--- config.mk ---
export PLATFORM = sky130hd
export DESIGN_NAME = dna_column_consensus_call
export DESIGN_NICKNAME = d
export VERILOG_FILES = /design/src/dcc_pkg.sv /design/src/dcc_queue.sv /design/src/dcc_front.sv /design/src/dcc_back.sv /design/src/dna_column_consensus_call.sv
export SDC_FILE = /design/constraint.sdc
export NUM_CORES = 1
export LEC_CHECK = 0
export ABC_CLOCK_PERIOD_IN_PS = 2700
export BUFFER_PORTS_ARGS = -buffer_cell sky130_fd_sc_hd__buf_2
export CAP_MARGIN = 20
export CORE_UTILIZATION = 35
export DETAILED_ROUTE_END_ITERATION = 12
export PLACE_DENSITY = 0.49
export SLEW_MARGIN = 40
export SYNTH_ARGS = -nofsm -noshare
export SYNTH_HDL_FRONTEND = slang
export SYNTH_SLANG_ARGS = --single-unit
--- constraint.sdc ---
create_clock -name i_clk -period 2.7 [get_ports i_clk]
set_input_delay 0.54 -clock i_clk [delete_from_list [all_inputs] [get_ports i_clk]]
set_output_delay 0.54 -clock i_clk [all_outputs]
set_load 0.02 [all_outputs]
--- src/dcc_pkg.sv ---
// shared types and constants for the column consensus caller
// depends on nothing
package dcc_pkg;

    localparam int MAX_READS   = 255;
    localparam int COUNT_W     = 8;
    localparam logic [COUNT_W-1:0] COUNT_LIMIT =
        (MAX_READS < 255) ? COUNT_W'(MAX_READS) : COUNT_W'(255);

    localparam int QDEPTH = 4;
    localparam int QPTR_W = $clog2(QDEPTH);
    localparam int QCNT_W = $clog2(QDEPTH + 1);

    localparam logic [7:0] CH_A     = 8'h41;
    localparam logic [7:0] CH_T     = 8'h54;
    localparam logic [7:0] CH_G     = 8'h47;
    localparam logic [7:0] CH_C     = 8'h43;
    localparam logic [7:0] CH_N     = 8'h4e;
    localparam logic [7:0] CH_GAP   = 8'h2d;
    localparam logic [7:0] CH_S     = 8'h53;
    localparam logic [7:0] CH_W     = 8'h57;
    localparam logic [7:0] CH_Y     = 8'h59;
    localparam logic [7:0] CH_R     = 8'h52;
    localparam logic [7:0] CH_QUEST = 8'h3f;
    localparam logic [7:0] CH_LC_C  = 8'h63;
    localparam logic [7:0] CH_LC_G  = 8'h67;
    localparam logic [7:0] CH_LC_T  = 8'h74;
    localparam logic [7:0] CH_LC_A  = 8'h61;

    typedef enum logic [2:0] {
        SYM_A,
        SYM_T,
        SYM_G,
        SYM_C,
        SYM_FIFTH,
        SYM_NONE
    } t_sym;

    typedef struct packed {
        logic [7:0] base;
        logic       last_in_column;
        logic       last_column;
    } t_in;

    typedef struct packed {
        logic [7:0] consensus;
        logic       alignment_end;
    } t_out;

    typedef struct packed {
        t_sym sym;
        logic last_in_column;
        logic last_column;
    } t_cls;

endpackage

--- src/dcc_queue.sv ---
// short fifo of classified bases between front and back
// depends on dcc_pkg
module dcc_queue (
    input  logic          i_clk,
    input  logic          i_rst_n,
    input  logic          i_wr,
    input  dcc_pkg::t_cls i_data,
    output logic          o_full,
    input  logic          i_rd,
    output logic          o_empty,
    output dcc_pkg::t_cls o_data
);

    dcc_pkg::t_cls r_mem [dcc_pkg::QDEPTH];
    logic [dcc_pkg::QPTR_W-1:0] r_wr_ptr;
    logic [dcc_pkg::QPTR_W-1:0] r_rd_ptr;
    logic [dcc_pkg::QCNT_W-1:0] r_cnt;
    logic [dcc_pkg::QCNT_W-1:0] n_cnt;
    logic do_wr;
    logic do_rd;

    assign o_full  = (r_cnt == dcc_pkg::QCNT_W'(dcc_pkg::QDEPTH));
    assign o_empty = (r_cnt == '0);
    assign o_data  = r_mem[r_rd_ptr];
    assign do_wr   = i_wr && !o_full;
    assign do_rd   = i_rd && !o_empty;

    always_comb begin
        n_cnt = r_cnt;
        if (do_wr && !do_rd) begin
            n_cnt = r_cnt + 1'b1;
        end else if (do_rd && !do_wr) begin
            n_cnt = r_cnt - 1'b1;
        end
    end

    always_ff @(posedge i_clk) begin
        if (!i_rst_n) begin
            r_wr_ptr <= '0;
            r_rd_ptr <= '0;
            r_cnt    <= '0;
        end else begin
            r_cnt <= n_cnt;
            if (do_wr) begin
                r_wr_ptr <= r_wr_ptr + 1'b1;
            end
            if (do_rd) begin
                r_rd_ptr <= r_rd_ptr + 1'b1;
            end
        end
    end

    always_ff @(posedge i_clk) begin
        if (do_wr) begin
            r_mem[r_wr_ptr] <= i_data;
        end
    end

    a_cnt_bound: assert property (@(posedge i_clk) disable iff (!i_rst_n)
        r_cnt <= dcc_pkg::QCNT_W'(dcc_pkg::QDEPTH))
        else $error("queue count beyond depth");

    a_ptr_gap: assert property (@(posedge i_clk) disable iff (!i_rst_n)
        (r_wr_ptr - r_rd_ptr) == dcc_pkg::QPTR_W'(r_cnt))
        else $error("queue pointers disagree with count");

    a_full_hold: assert property (@(posedge i_clk) disable iff (!i_rst_n)
        (o_full && !i_rd) |=> o_full)
        else $error("full queue lost an entry without a read");

endmodule

--- src/dcc_front.sv ---
// front end: mode register and classification of incoming bases
// depends on dcc_pkg
module dcc_front (
    input  logic          i_clk,
    input  logic          i_rst_n,
    input  logic          i_cfg_valid,
    output logic          o_cfg_ready,
    input  logic          i_cfg_data,
    input  dcc_pkg::t_in  i_in,
    output dcc_pkg::t_cls o_cls
);

    logic r_mode;
    logic [7:0] fifth_ch;

    assign o_cfg_ready = 1'b1;
    assign fifth_ch    = r_mode ? dcc_pkg::CH_GAP : dcc_pkg::CH_N;

    always_ff @(posedge i_clk) begin
        if (!i_rst_n) begin
            r_mode <= 1'b0;
        end else if (i_cfg_valid) begin
            r_mode <= i_cfg_data;
        end
    end

    always_comb begin
        o_cls.last_in_column = i_in.last_in_column;
        o_cls.last_column    = i_in.last_column;
        priority if (i_in.base == dcc_pkg::CH_A) begin
            o_cls.sym = dcc_pkg::SYM_A;
        end else if (i_in.base == dcc_pkg::CH_T) begin
            o_cls.sym = dcc_pkg::SYM_T;
        end else if (i_in.base == dcc_pkg::CH_G) begin
            o_cls.sym = dcc_pkg::SYM_G;
        end else if (i_in.base == dcc_pkg::CH_C) begin
            o_cls.sym = dcc_pkg::SYM_C;
        end else if (i_in.base == fifth_ch) begin
            o_cls.sym = dcc_pkg::SYM_FIFTH;
        end else begin
            o_cls.sym = dcc_pkg::SYM_NONE;
        end
    end

endmodule

--- src/dcc_back.sv ---
// back end: column counters, snapshot of a closed column, decision, result queue
// depends on dcc_pkg
module dcc_back (
    input  logic          i_clk,
    input  logic          i_rst_n,
    input  logic          i_q_empty,
    input  dcc_pkg::t_cls i_q_data,
    output logic          o_q_rd,
    output logic          o_empty,
    input  logic          i_pop,
    output dcc_pkg::t_out o_out
);

    localparam int CW = dcc_pkg::COUNT_W;

    logic [CW-1:0] r_cnt [5];
    logic [CW-1:0] n_cnt [5];
    logic [CW-1:0] r_snap [5];
    logic          r_snap_end;
    logic          r_snap_vld;
    logic          snap_go;

    dcc_pkg::t_out r_oq [2];
    logic          r_oq_wr;
    logic          r_oq_rd;
    logic [1:0]    r_oq_cnt;
    logic          oq_full;
    logic          out_take;
    dcc_pkg::t_out dec_out;

    function automatic logic [7:0] decide(
        input logic [CW-1:0] a, input logic [CW-1:0] t, input logic [CW-1:0] g,
        input logic [CW-1:0] c, input logic [CW-1:0] n);
        logic [7:0] r;
        priority if (a > t && a > g && a > c && a > n) r = dcc_pkg::CH_A;
        else if (t > a && t > g && t > c && t > n) r = dcc_pkg::CH_T;
        else if (g > a && g > t && g > c && g > n) r = dcc_pkg::CH_G;
        else if (c > a && c > t && c > g && c > n) r = dcc_pkg::CH_C;
        else if (n > a && n > t && n > g && n > c) r = dcc_pkg::CH_N;
        else if (g == c && g > a && g > t) r = dcc_pkg::CH_S;
        else if (a == t && a > g && a > c) r = dcc_pkg::CH_W;
        else if (a == t && a == g && a == c) r = dcc_pkg::CH_N;
        else if (t == c && t > a && t > g) r = dcc_pkg::CH_Y;
        else if (a == g && a > t && a > c) r = dcc_pkg::CH_R;
        else if (a == t && a == g && a != c) r = dcc_pkg::CH_LC_C;
        else if (a == t && a == c && a != g) r = dcc_pkg::CH_LC_G;
        else if (a == g && a == c && a != t) r = dcc_pkg::CH_LC_T;
        else if (t == g && t == c && t != a) r = dcc_pkg::CH_LC_A;
        else r = dcc_pkg::CH_QUEST;
        return r;
    endfunction

    assign oq_full  = (r_oq_cnt == 2'd2);
    assign o_empty  = (r_oq_cnt == 2'd0);
    assign o_out    = r_oq[r_oq_rd];
    assign out_take = i_pop && !o_empty;
    assign snap_go  = r_snap_vld && !oq_full;
    assign o_q_rd   = !i_q_empty && (!i_q_data.last_in_column || !r_snap_vld || snap_go);

    assign dec_out.consensus     = decide(r_snap[0], r_snap[1], r_snap[2], r_snap[3],
                                          r_snap[4]);
    assign dec_out.alignment_end = r_snap_end;

    // bump with saturation
    always_comb begin
        for (int k = 0; k < 5; k++) begin
            n_cnt[k] = r_cnt[k];
        end
        unique case (i_q_data.sym)
            dcc_pkg::SYM_A: if (r_cnt[0] < dcc_pkg::COUNT_LIMIT) n_cnt[0] = r_cnt[0] + 1'b1;
            dcc_pkg::SYM_T: if (r_cnt[1] < dcc_pkg::COUNT_LIMIT) n_cnt[1] = r_cnt[1] + 1'b1;
            dcc_pkg::SYM_G: if (r_cnt[2] < dcc_pkg::COUNT_LIMIT) n_cnt[2] = r_cnt[2] + 1'b1;
            dcc_pkg::SYM_C: if (r_cnt[3] < dcc_pkg::COUNT_LIMIT) n_cnt[3] = r_cnt[3] + 1'b1;
            dcc_pkg::SYM_FIFTH: begin
                if (r_cnt[4] < dcc_pkg::COUNT_LIMIT) n_cnt[4] = r_cnt[4] + 1'b1;
            end
            default: ;
        endcase
    end

    always_ff @(posedge i_clk) begin
        if (!i_rst_n) begin
            for (int k = 0; k < 5; k++) begin
                r_cnt[k] <= '0;
            end
            r_snap_vld <= 1'b0;
            r_oq_wr    <= 1'b0;
            r_oq_rd    <= 1'b0;
            r_oq_cnt   <= 2'd0;
        end else begin
            if (o_q_rd) begin
                for (int k = 0; k < 5; k++) begin
                    r_cnt[k] <= i_q_data.last_in_column ? '0 : n_cnt[k];
                end
            end
            if (o_q_rd && i_q_data.last_in_column) begin
                r_snap_vld <= 1'b1;
            end else if (snap_go) begin
                r_snap_vld <= 1'b0;
            end
            if (snap_go) begin
                r_oq_wr <= ~r_oq_wr;
            end
            if (out_take) begin
                r_oq_rd <= ~r_oq_rd;
            end
            r_oq_cnt <= r_oq_cnt + {1'b0, snap_go} - {1'b0, out_take};
        end
    end

    always_ff @(posedge i_clk) begin
        if (o_q_rd && i_q_data.last_in_column) begin
            for (int k = 0; k < 5; k++) begin
                r_snap[k] <= n_cnt[k];
            end
            r_snap_end <= i_q_data.last_column;
        end
        if (snap_go) begin
            r_oq[r_oq_wr] <= dec_out;
        end
    end

    a_clear_after_close: assert property (@(posedge i_clk) disable iff (!i_rst_n)
        (o_q_rd && i_q_data.last_in_column) |=>
        (r_cnt[0] == '0 && r_cnt[1] == '0 && r_cnt[2] == '0 && r_cnt[3] == '0 &&
         r_cnt[4] == '0 && r_snap_vld))
        else $error("counters not cleared after column close");

    a_snap_hold: assert property (@(posedge i_clk) disable iff (!i_rst_n)
        (r_snap_vld && !snap_go) |=> (r_snap_vld && $stable(r_snap_end)))
        else $error("pending column snapshot was lost");

    a_oq_bound: assert property (@(posedge i_clk) disable iff (!i_rst_n)
        r_oq_cnt <= 2'd2)
        else $error("result queue overflow");

    a_sat: assert property (@(posedge i_clk) disable iff (!i_rst_n)
        r_cnt[0] <= dcc_pkg::COUNT_LIMIT && r_cnt[4] <= dcc_pkg::COUNT_LIMIT)
        else $error("counter beyond saturation limit");

endmodule

--- src/dna_column_consensus_call.sv ---
// column consensus caller: one base per cycle sustained while full stays low, set by the counter update
// a pushed base reaches the result ports through registered steps, in order
// (classify into queue, counter update and snapshot, decision into result queue)
// a 4-entry base queue and 2-entry result queue let input and output stall apart
// synchronous active-low reset clears counters, queues and mode (mode 0)
// depends on dcc_pkg, dcc_front, dcc_queue, dcc_back
module dna_column_consensus_call (
    input  logic          i_clk,
    input  logic          i_rst_n,
    input  logic          push,
    output logic          full,
    input  dcc_pkg::t_in  i_in,
    output logic          empty,
    input  logic          pop,
    output dcc_pkg::t_out o_out,
    input  logic          i_cfg_valid,
    output logic          o_cfg_ready,
    input  logic          i_cfg_data
);

    dcc_pkg::t_cls cls_in;
    dcc_pkg::t_cls cls_out;
    logic          q_empty;
    logic          q_rd;

    dcc_front u_front (
        .i_clk       (i_clk),
        .i_rst_n     (i_rst_n),
        .i_cfg_valid (i_cfg_valid),
        .o_cfg_ready (o_cfg_ready),
        .i_cfg_data  (i_cfg_data),
        .i_in        (i_in),
        .o_cls       (cls_in)
    );

    dcc_queue u_queue (
        .i_clk   (i_clk),
        .i_rst_n (i_rst_n),
        .i_wr    (push),
        .i_data  (cls_in),
        .o_full  (full),
        .i_rd    (q_rd),
        .o_empty (q_empty),
        .o_data  (cls_out)
    );

    dcc_back u_back (
        .i_clk     (i_clk),
        .i_rst_n   (i_rst_n),
        .i_q_empty (q_empty),
        .i_q_data  (cls_out),
        .o_q_rd    (q_rd),
        .o_empty   (empty),
        .i_pop     (pop),
        .o_out     (o_out)
    );

endmodule

# Word level (Yosys, flattened, before mapping)

Memory sizes are Yosys's and may differ from the RTL's. A register that Yosys moved wholly into a read port is not among the register bits.
Index checks and enable logic that the tools add are counted.

Multiplexer cells: 58
Multiply operators: 0
Shift operators: 0
$lt $le $gt $ge: 25
$add $sub $neg: 11
Bitwise gates (word level): 7
Reductions and logical operators: 55
Divide/modulo/power cells: 0
Eq/ne operators: 21

Operators with widths:

| cell                                              | number |
|---|---|
| two-way mux 8 bit                                 | 33 |
| greater-than comparator 8 bit                     | 20 |
| == test 8 bit                                     | 7 |
| adder 8 x 1 -> 8 bit (second input constant)      | 5 |
| logical AND 1 bit                                 | 40 |
| < comparator 8 bit (second input constant)        | 5 |
| == test 8 x 7 -> 1 bit (second input constant)    | 4 |
| != test 8 bit                                     | 4 |
| two-way mux 3 bit                                 | 6 |
| two-way mux 1 bit                                 | 15 |
| two-way mux 7 bit                                 | 2 |
| logical NOT 1 bit                                 | 8 |
| == test 3 x 2 -> 1 bit (second input constant)    | 2 |
| == test 3 bit (second input constant)             | 2 |
| logical NOT 3 bit                                 | 2 |
| OR 1 bit                                          | 5 |
| adder 2 x 1 -> 2 bit (second input constant)      | 2 |
| two-way mux 2 bit                                 | 2 |
| nonzero test 2 bit                                | 2 |
| adder 3 x 1 -> 3 bit (second input constant)      | 1 |
| == test 3 x 1 -> 1 bit (second input constant)    | 1 |
| subtractor 3 x 1 -> 3 bit (second input constant) | 1 |
| adder 2 x 1 -> 2 bit                              | 1 |
| == test 2 bit (second input constant)             | 1 |
| 4 further kinds                                   | 6 |

Output and inout port bits: 12
Flip-flop bits (word level): 14
Bits in writable memories: 118
Logic and storage cells: 190
Bits in read-only memories: 0
Memories: 4
Latch bits: 0
Input port bits: 16

Memory list:

| memory        | words | bits a word | read ports | clocked after Yosys merged registers in | write ports | line            | text |
|---|---|---|---|---|---|---|---|
| u_back.r_cnt  | 5     | 8           | 5          | 0                                       | 5           | dcc_back.sv:16  | `logic [CW-1:0] r_cnt [5];` |
| u_back.r_snap | 5     | 8           | 5          | 0                                       | 5           | dcc_back.sv:18  | `logic [CW-1:0] r_snap [5];` |
| u_queue.r_mem | 4     | 5           | 1          | 1                                       | 1           | dcc_queue.sv:14 | `dcc_pkg::t_cls r_mem [dcc_pkg::QDEPTH];` |
| u_back.r_oq   | 2     | 9           | 1          | 1                                       | 1           | dcc_back.sv:23  | `dcc_pkg::t_out r_oq [2];` |

# Longest topological paths before layout

An unclocked memory read counts as a cell.

Word-level depth: 18
Gate-level depth with buffers: 10

# Hierarchy

A second synthesis with hierarchy kept.

Cells, all modules: 726
Area, all modules: 8,080.2 µm²

Modules (own cells, without submodules):

| module    | times used | area each (µm²) | seq. area each (µm²) | cells an instance |
|---|---|---|---|---|
| dcc_back  | 1          | 6,687.7         | 3,032.9              | 629 |
| dcc_queue | 1          | 1,207.4         | 780.7                | 74 |
| dcc_front | 1          | 185.2           | 20.0                 | 23 |

# Worst setup path before layout

Ideal clock, no wire load.

Kind: register -> register
From: mem u_back.r_snap[0][3] (netlist name)
To: mem u_back.r_oq[0][7] (netlist name) (data pin)
Setup slack: -0.022 ns
Setup time: 0.270 ns
Cell stages (with the launch flop): 11
Arrival time: 2.452 ns
Buffers on the path: 0
Required time: 2.430 ns
Clock period less this slack: 2.722 ns
Cell sequence: edfxtp_1 -> inv_1 -> ha_1 -> and3_4 -> a221o_1 -> a221oi_2 -> a31oi_1 -> and4_4 -> nand3b_4 -> nor3_2 -> or3b_1

RTL lines:

| element            | line |
|---|---|
| start: declaration | dcc_back.sv:18 |
| end: declaration   | dcc_back.sv:23 |

==> flow_summary_export.csv <==
group,metric,value,unit
logic_synthesis,synthesis.area,8110,µm²
logic_synthesis,avgSynthCellArea,11.4,µm²
clocking,clkTransAtPathRegs,60,ps
min_path,hp-class,"input pin to flip-flop",
pwr,p_leak,4.12,nW
floorplanning,die_y,154,µm
clocking,hold_buffers,0,
timing,setup_slack,-73.3,ps
timing,worst_pin_slew,673,ps
detailed_routing,firstDrtPassIters,5,
pwr,powerDensity,1200,nW/µm²
timing,holdWs,324,ps
detailed_routing,routed_wl,19900,µm
setup_path,cp.arrival,2940,ps
clocking,cts-root-buf,"clkbuf_16",
clocking,htree_levels,4,
setup_path,required,2870,ps
pwr,vdd_drop_max,0.506,mV
detailed_routing,drtIter0Drc,321,
layout,areaGrowthSynthToFinish,26.3,%
placed_design,io_buffers,25,
setup_path,critPathMaxStageDelay,460,ps
layout,layout.cells.non_filler,1123,
timing,fin_crit,2770,ps
logic_synthesis,synth-edff-count,117,
timing,worst_slew_margin_rel,55.1,%
setup_path,crit_chain,"ha_4 -> nand4_1 -> buf_4 -> buf_4 -> a21o_1 -> a2111oi_4 -> buf_4 -> nand4_1 -> nand2_4 -> buf_4 -> o41ai_4",
detailed_routing,num_vias,5914,
grt,grt_util_all_layers,17.5,%
logic_synthesis,synth_cell_types,72,
setup_path,critPathMostFrequentCell,"buf_4",
setup_path,slowest_stage,"edfxtp_1",
layout,n_antenna_cell,0,
grt,grt_pass1_vias,6067,
flow_run,max_cap_viol_count,0,
detailed_routing,wl_per_cell,17.7,µm
placed_design,gp_congestion,0.910,
timing,rsz0062_at_grt,"yes",
grt,grt-ovfl-total,0,
detailed_routing,viasPerCell,5.27,
logic_synthesis,synth_seq_cells,133,
detailed_routing,ant_nets,0,
clocking,clk-insertion-delay-late,420,ps
clocking,cts.sinks,133,
floorplanning,die_area,23800,µm²
placed_design,hpwl,14900,µm
timing,fin_worst_skew,11.8,ps
clocking,cts_buffer_depth,2,
layout,final_nets,934,
logic_synthesis,synthFlopType,"edfxtp_1",
setup_path,path_class,"flip-flop to flip-flop",
placed_design,dpl-instance-area,8970,µm²
setup_path,endpoint_kind,"flip-flop",
floorplanning,start_util,35.7,%
timing,final_max_slew_viol_count,0,
logic_synthesis,synthCells,709,
floorplanning,io-pin-count,28,
outcome,violations,"negative setup slack",
layout,drive_gt1_share,29.7,%
placed_design,placedCellCount,1062,
layout,final_area,10200,µm²
floorplanning,die_w,154,µm
logic_synthesis,synth_warnings,0,
grt,antenna_found_initial,0,
layout,final_common_cell,"edfxtp_1",
layout,fillCellCount,2067,
placed_design,place_ws,-252,ps
logic_synthesis,synth_async_sr_flop_share,0,%
timing,setup_violations,11,
timing,fmax,361,MHz
timing,fin_crit_sh,103,%
detailed_routing,drc,0,
outcome,status,"finished, violations left",
layout,final_cell_mix,"117 x edfxtp_1, 79 x buf_4, 77 x ha_1",
clocking,cts_buffers,17,
setup_path,cp-start-kind,"flip-flop",
logic_synthesis,synth_fp_nets,818,
floorplanning,rows,55,
setup_path,crit_path_max_fanout,4,
timing,hold_viol,0,
floorplanning,core-area,22700,µm²
grt,grt_pass1_wl,31700,µm
grt,grt_max_degree,43,
clocking,cts_tree,"done",
logic_synthesis,yosysSeqAreaShare,47.3,%
==> kinds of logic (layout without fill, tap and decap cells) <==
| logic type | Yosys count | count (layout) | share of synthesized area (%) |
|---|---|---|---|
| other | 2 | 2 | 0.0926 |
| xor gates and xnor gates | 27 | 27 | 2.91 |
| and+or+nand+nor | 250 | 250 | 18.4 |
| AOI/OAI and AO/OA | 112 | 112 | 9.28 |
| adders and majority gates | 93 | 93 | 14.4 |
| muxes | 26 | 26 | 4.38 |
| buffers and inverters | 66 | 195 | 3.28 |
| DFF | 133 | 133 | 47.3 |
==> cell usage after synthesis, types with 2 or more instances <==
library cell	number	area (µm²)
nand2_1	42	158
nor4_1	2	12.5
nand3_1	20	100
buf_4	3	22.5
nor3_1	6	30.0
a31oi_1	4	25.0
nand3b_1	2	15.0
nor2b_1	46	288
mux2i_1	4	40.0
a21oi_1	39	195
o211ai_1	10	75.1
and3_1	6	37.5
o21ai_0	12	60.1
a21o_1	9	67.6
and4_1	6	52.6
conb_1	2	7.51
inv_1	50	188
a21boi_0	3	22.5
dfxtp_1	16	320
a41oi_1	2	17.5
nor3_2	2	20.0
a221oi_1	2	17.5
and4b_1	14	140
o21a_1	11	82.6
edfxtp_1	117	3510
mux2_2	16	180
a211oi_1	5	37.5
mux4_2	3	67.6
nor3b_2	2	25.0
xor2_1	12	105
or4_1	2	15.0
nand4_1	27	169
nor2_1	34	128
xnor2_1	15	131
clkbuf_1	11	41.3
and2_1	16	100
or3b_1	2	17.5
ha_1	92	1150
or3_1	3	18.8
nand2b_1	5	31.3
and2b_1	2	15.0
mux4_1	2	52.6
==> area by class of cell <==
type	count	area, µm²	area share, %
clock buffers	20	458	4.47
clock inverters	12	91.3	0.892
inverters	51	191	1.87
multi-input cells	510	4490	43.9
flip-flops and latches	133	3830	37.4
well taps	285	357	3.48
repair buffers	112	817	7.98
==> final timing paths <==
check	from	cells after the start	endpoint	slack (ps)
max	u_back.r_snap[0][21]	11	u_back.r_oq[1][5]	-70
min	i_in[1]	1	u_queue.r_mem[3][1]	320
max reg2reg	u_back.r_snap[0][21]	11	u_back.r_oq[1][5]	-70
min reg2reg	u_back.r_snap_end	0	u_back.r_oq[0][0]	480
==> per-stage QoR <==
| step | power, mW | util [%] | TNS (ps) |
|---|---|---|---|
| after floorplan | 6.97 | - | 0 |
| after global placement | 8.80 | 39.5 | -3160 |
| after detailed placement | 8.99 | 39.5 | -3000 |
| after CTS | 11.8 | 43.5 | -167 |
| after global routing | 13.2 | 45.1 | -1680 |
| final | 12.3 | 45.1 | -553 |
==> worst max-delay path, delay by kind of cell, from the launching register on <==
family / cells / cell delay, ps
compound gates: 3 / 710
buf+inv: 4 / 620
flops: 1 / 460
simple gates: 3 / 420
fa+ha+maj: 1 / 320
==> state kept, by name (all words and copies together), names as in the netlist, named ones only <==
register / flops
u_back.r_snap_vld: 1
u_back.r_oq_cnt: 2
u_queue.r_mem: 20
u_back.r_oq: 16
u_back.r_oq_wr: 1
u_back.r_snap: 40
u_front.r_mode: 1
u_back.r_oq_rd: 1
u_queue.r_rd_ptr: 2
u_queue.r_cnt: 3
u_back.r_cnt: 40
u_back.r_snap_end: 1
u_queue.r_wr_ptr: 2
==> power by group <==
part / switching, mW / internal, mW
sequential: 0.645 / 3.25
combinational: 3.24 / 3.03
clock: 0.930 / 1.24
==> layer usage <==
layer	wire length (µm)	vias to the layer above	track usage, %
li1	-	2896	-
met1	9270	2877	22.4
met2	9640	118	29.8
met3	627	23	3.78
met4	315	0	5.24
met5	0	-	0
==> timing repair <==
action,CTS,global route
setup endpoints to repair,14,24
gates resized for setup,45,50
pin swaps,31,32
buffers inserted,16,15
(Power assumes the default switching activity.)
